$ cat config.mk
export PLATFORM = sky130hd
export DESIGN_NAME = pau_div_stage
export DESIGN_NICKNAME = d
export VERILOG_FILES = /design/src/design/assert_macros.svh /design/src/design/pau_pkg.sv /design/src/design/pau_div_stage.sv
export SDC_FILE = /design/constraint.sdc
export NUM_CORES = 1
export LEC_CHECK = 0
export ABC_AREA = 1
export BUFFER_PORTS_ARGS = -buffer_cell sky130_fd_sc_hd__buf_2
export CORE_UTILIZATION = 27
export DETAILED_ROUTE_END_ITERATION = 8
export PLACE_DENSITY = 0.57
export SLEW_MARGIN = 20
export SYNTH_ARGS = -nofsm -noshare
export SYNTH_HDL_FRONTEND = slang
export SYNTH_SLANG_ARGS = --single-unit
$ cat constraint.sdc
create_clock -name clk_i -period 0.8 [get_ports clk_i]
set_input_delay 0.16 -clock clk_i [delete_from_list [all_inputs] [get_ports clk_i]]
set_output_delay 0.16 -clock clk_i [all_outputs]
set_load 0.005 [all_outputs]
$ cat src/design/assert_macros.svh
`ifndef ASSERT_MACROS_SVH
`define ASSERT_MACROS_SVH

// Checked on every rising edge of clk_i outside reset.
`define PAU_ASSERT(lbl, prop, msg) \
  lbl: assert property (@(posedge clk_i) disable iff (!rst_ni) (prop)) else $error(msg);

// Checked on every rising edge of clk_i, reset included.
`define PAU_ASSERT_ALWAYS(lbl, prop, msg) \
  lbl: assert property (@(posedge clk_i) (prop)) else $error(msg);

`endif

$ cat src/design/pau_pkg.sv
`timescale 1ns / 1ps
`default_nettype none
package pau_pkg;

  localparam int DATA_W    = 24;
  localparam int FRAC_W    = 16;
  localparam int SLOPE_W   = FRAC_W + 1;
  localparam int DIV_STEPS = 17;
  localparam int VREM_W    = 24;
  localparam int SREM_W    = 31;

  localparam logic signed [DATA_W-1:0] FX_ONE      = 24'sd65536;
  localparam logic signed [DATA_W-1:0] FX_HALF     = 24'sd32768;
  localparam logic signed [DATA_W-1:0] FX_QUARTER  = 24'sd16384;
  localparam logic signed [DATA_W-1:0] FX_TWO      = 24'sd131072;
  localparam logic signed [DATA_W-1:0] FX_TWO_HALF = 24'sd163840;
  localparam logic signed [DATA_W-1:0] FX_SIX      = 24'sd393216;
  localparam logic signed [DATA_W-1:0] FX_C001     = 24'sd655;
  localparam logic signed [DATA_W-1:0] FX_C02      = 24'sd13107;
  localparam logic signed [DATA_W-1:0] FX_C256     = 24'sd256;

  typedef enum logic [3:0] {
    MODE_LINEAR   = 4'd0,
    MODE_RELU     = 4'd1,
    MODE_RELU6    = 4'd2,
    MODE_LEAKY    = 4'd3,
    MODE_LEAKY256 = 4'd4,
    MODE_TWICE6   = 4'd5,
    MODE_HSIG     = 4'd6,
    MODE_SQNL     = 4'd7,
    MODE_PARABLU  = 4'd8,
    MODE_SOFTSIGN = 4'd9,
    MODE_ELLIOT   = 4'd10
  } pau_mode_e;

  localparam logic [2:0] REG_MODE_ADDR = 3'd0;

  // One word in flight through the divider stages.
  typedef struct packed {
    logic                     valid;
    logic [3:0]               mode;
    logic                     neg;
    logic signed [DATA_W-1:0] y;
    logic [SLOPE_W-1:0]       d;
    logic [VREM_W-1:0]        vrem;
    logic [VREM_W-1:0]        vden;
    logic [DIV_STEPS-1:0]     vnum;
    logic [DIV_STEPS-1:0]     vq;
    logic [SREM_W-1:0]        srem;
    logic [SREM_W-1:0]        sden;
    logic [DIV_STEPS-1:0]     sq;
  } pau_stage_t;

endpackage
`default_nettype wire

$ cat src/design/pau_div_stage.sv
`timescale 1ns / 1ps
`default_nettype none
// One restoring step for both dividers, registered.
module pau_div_stage (
  input  wire logic               clk_i,
  input  wire logic               rst_ni,
  input  wire logic               en_i,
  input  wire pau_pkg::pau_stage_t stage_i,
  output pau_pkg::pau_stage_t     stage_o
);

  pau_pkg::pau_stage_t stage_d, stage_q;
  logic [pau_pkg::VREM_W:0] vt;
  logic [pau_pkg::SREM_W:0] st;
  logic vbit, sbit;

  always_comb begin
    stage_d = stage_i;
    vt = {stage_i.vrem, stage_i.vnum[pau_pkg::DIV_STEPS-1]};
    st = {stage_i.srem, 1'b0};
    vbit = (vt >= {1'b0, stage_i.vden});
    sbit = (st >= {1'b0, stage_i.sden});
    stage_d.vrem = vbit ? pau_pkg::VREM_W'(vt - {1'b0, stage_i.vden})
                        : pau_pkg::VREM_W'(vt);
    stage_d.srem = sbit ? pau_pkg::SREM_W'(st - {1'b0, stage_i.sden})
                        : pau_pkg::SREM_W'(st);
    stage_d.vnum = {stage_i.vnum[pau_pkg::DIV_STEPS-2:0], 1'b0};
    stage_d.vq   = {stage_i.vq[pau_pkg::DIV_STEPS-2:0], vbit};
    stage_d.sq   = {stage_i.sq[pau_pkg::DIV_STEPS-2:0], sbit};
  end

  always_ff @(posedge clk_i or negedge rst_ni) begin
    if (!rst_ni) begin
      stage_q <= '0;
    end else if (en_i) begin
      stage_q <= stage_d;
    end
  end

  assign stage_o = stage_q;

endmodule
`default_nettype wire

==> results.md <==
- Status: complete, but fails checks
- Failing checks: setup timing
- CTS tree: yes
- Via Count: between 15,000 and 20,000
- Vias in the first global route: around 16,000
- Pwr Density: ~1600 mW/mm^2
- Drt drc: 0
- Leak pwr: ~13 nW
- Netlist Area Pre-Place: 0.0129 mm^2
- # clock sinks: a little over 200
- Clock root cell: clkbuf_16
- DRT iter0 DRCs: 857
- Die height: ~220 um
- CTS Buf Count: 26
- Fraction of layout cells with a size suffix above 1: between 40% and 50%
- Critical Path RT: 1.24 ns
- Crit Path Class: primary input to register
- Synth area leader: dfrtp_1
- Pre-CTS WS: -1.26 ns
- Crit path DAT: ~1.9 ns
- # port buffers: about 420
- Final wirelength: between 50,000 and 60,000 um
- Top FF cell, synth: dfrtp_1
- Crit path setup slack, layout: -0.646 ns
- Final-report hold violation count: 0
- Final nets: 3,089
- Synth cell types: between 40 and 50
- Ports: ~420
- Syn_nets: between 2,000 and 2,500
- Crit share post-route: 181%
- Antenna violation net count after detailed routing: 0
- Final Power: around 39 mW
- Remaining global-route overflow: 0
- Maxcap violations: 0
- Core area: 0.0470 mm^2
- Synthesis Warnings: 0
- Area growth from synthesis to layout: 83.6%
- DIE WIDTH: roughly 220 um
- Syn_area_per_cell: 6.84 um^2
- Wire per inst: 16.1 um
- Max FFs per register: about 210
- Setup crit start kind: primary input
- Worst Path Max Fanout: 5
- VDD IR max: 1.54 mV
- Clock skew: 0 ns
- CTS clk-pin slew, worst paths: about 0.06 ns
- Mapped Cells: ~1,900
- Initial Util: between 20% and 30%
- Skew-Pair Late Insertion Delay: ~0.54 ns
- Largest net degree at the start of global routing: 63
- Yosys reg bits: slightly above 200
- Top cell type's share of synthesized area: about 40%
- CTS max path bufs: 3
- Post-synth EDFFs: 0
- Max frequency: just under 700 MHz
- Setup-failing EPs final: 278
- First-pass GRT wire length: between 80,000 and 90,000 um
- Gpl congestion: roughly 0.88
- Minimum clock period: 1.45 ns
- # rows: 79
- Ys async rst share: 100%
- Most common library cells after synthesis: nand2_1, inv_1, dfrtp_1, nand3_1, nor2_1
- Top cells by area, synth: dfrtp_1, nand2_1, inv_1
- Fin. max-slew vios: 0
- Hold Crit Class: primary input to register
- CP Capture Type: register
- Most common cell in the netlist: nand2_1
- RSZ-0062 raised after global routing: yes
- DRT Pass-1 Iters: 5
- Initial antenna violation count: 6
- Die area: between 0.04 and 0.05 mm^2
- DP HPWL: between 30,000 and 40,000 um
- Tot GR Track Use: ~22%
- Post-layout util: about half
- Htree depth: 1
- Register area share after synthesis: between 40% and 50%
- Vias/cell: 4.52
cell families (layout without fill, tap and decap cells):
logic type,Yosys count,in the layout,share of synthesized area (%)
and+or+nand+nor,1177,1177,38.7
buffers and inverters,332,1281,10.1
DFF,207,207,40.0
AOI/OAI and AO/OA,92,92,3.84
adders and majority gates,57,57,5.63
xor gates and xnor gates,25,25,1.69
other,1,6,0.0290
worst paths after layout:
kind,slack (ns),end,cells after the start,startpoint
max reg2reg,-0.05,stage_o[187],4,stage_o[187]
min in group asynchronous,0.12,stage_o[172],2,rst_ni
max,-0.65,stage_o[71],16,stage_i[18]
max in group asynchronous,0.15,stage_o[146],3,rst_ni
min,0.02,stage_o[136],4,stage_i[136]
min reg2reg,0.47,stage_o[5],2,stage_o[5]
layer usage:
metal / GRT usage (%) / up-vias / share of wire [%] / routed length, um
met4: 8.46 / 2 / 3.7 / 2050
met3: 5.05 / 111 / 7.0 / 3910
met1: 29.1 / 7323 / 45 / 25000
li1: - / 7663 / - / -
met2: 34.9 / 493 / 44 / 24600
met5: 0 / - / 0.023 / 13
through the flow:
step           setup TNS (ns)  std cells  hold slack (ns)  instance area, um^2
2_1_floorplan          -89.66       1891           -0.136                13800
4_1_cts               -123.24       3396          0.00167                23100
3_3_place_gp          -110.96       3061           0.0860                18000
5_1_grt               -134.82       3451          0.00842                23800
6_report              -120.85       3452           0.0166                23800
3_5_place_dp          -115.39       3061           0.0903                18000
critical path, cell delays in order:
cell and delay, ns:
buf_8 0.08, inv_6 0.04, fa_2 0.40, nand2_2 0.11
nand2_4 0.07, nand3_4 0.08, nand2_4 0.07, nand2_4 0.08
nand3_4 0.08, nand2_4 0.12, buf_8 0.14, buf_12 0.12
buf_16 0.12, nand3b_1 0.10, nand3_2 0.07, nand2_1 0.05
final cells by class:
| type | count | area, um^2 |
|---|---|---|
| Tap cell | 607 | 759 |
| Inverter | 271 | 1110 |
| Sequential cell | 207 | 5180 |
| Timing Repair Buffer | 963 | 7580 |
| Fill cell | 4323 | 23200 |
| Multi-Input combinational cell | 1352 | 8170 |
| Clock buffer | 33 | 738 |
| Clock inverter | 14 | 210 |
| Antenna cell | 5 | 12.5 |
power breakdown:
| group | leakage (nW) | internal (mW) | switching (mW) | total (mW) |
|---|---|---|---|---|
| combinational | 9.89 | 6.86 | 6.62 | 13.5 |
| sequential | 2.51 | 11.7 | 0.720 | 12.4 |
| clock | 0.459 | 8.11 | 4.90 | 13.0 |
cells in the final DEF (no fill, tap or decap), drive strengths merged, types with 6 or more instances in the layout:
cell and instances:
nand2 907, buf 784, inv 267, dfrtp 207, dlygate4sd3 179, nand3 111, nor2 77, o21ai 59
ha 55, nand4 36, clkbuf 33, nand3b 31, a21oi 29, xnor2 23, clkinv 9, and2 6
nor3 6
repair_timing:
action | CTS | global route
pin swaps | 163 | 76
resized for setup | 341 | 105
endpoints found under the hold margin | 385 | 0
gates cloned | 11 | 0
hold buffers | 179 | 0
endpoints found under the setup margin | 264 | 271
buffers inserted | 98 | 58
Note: power is estimated with default switching activity, not from simulation.
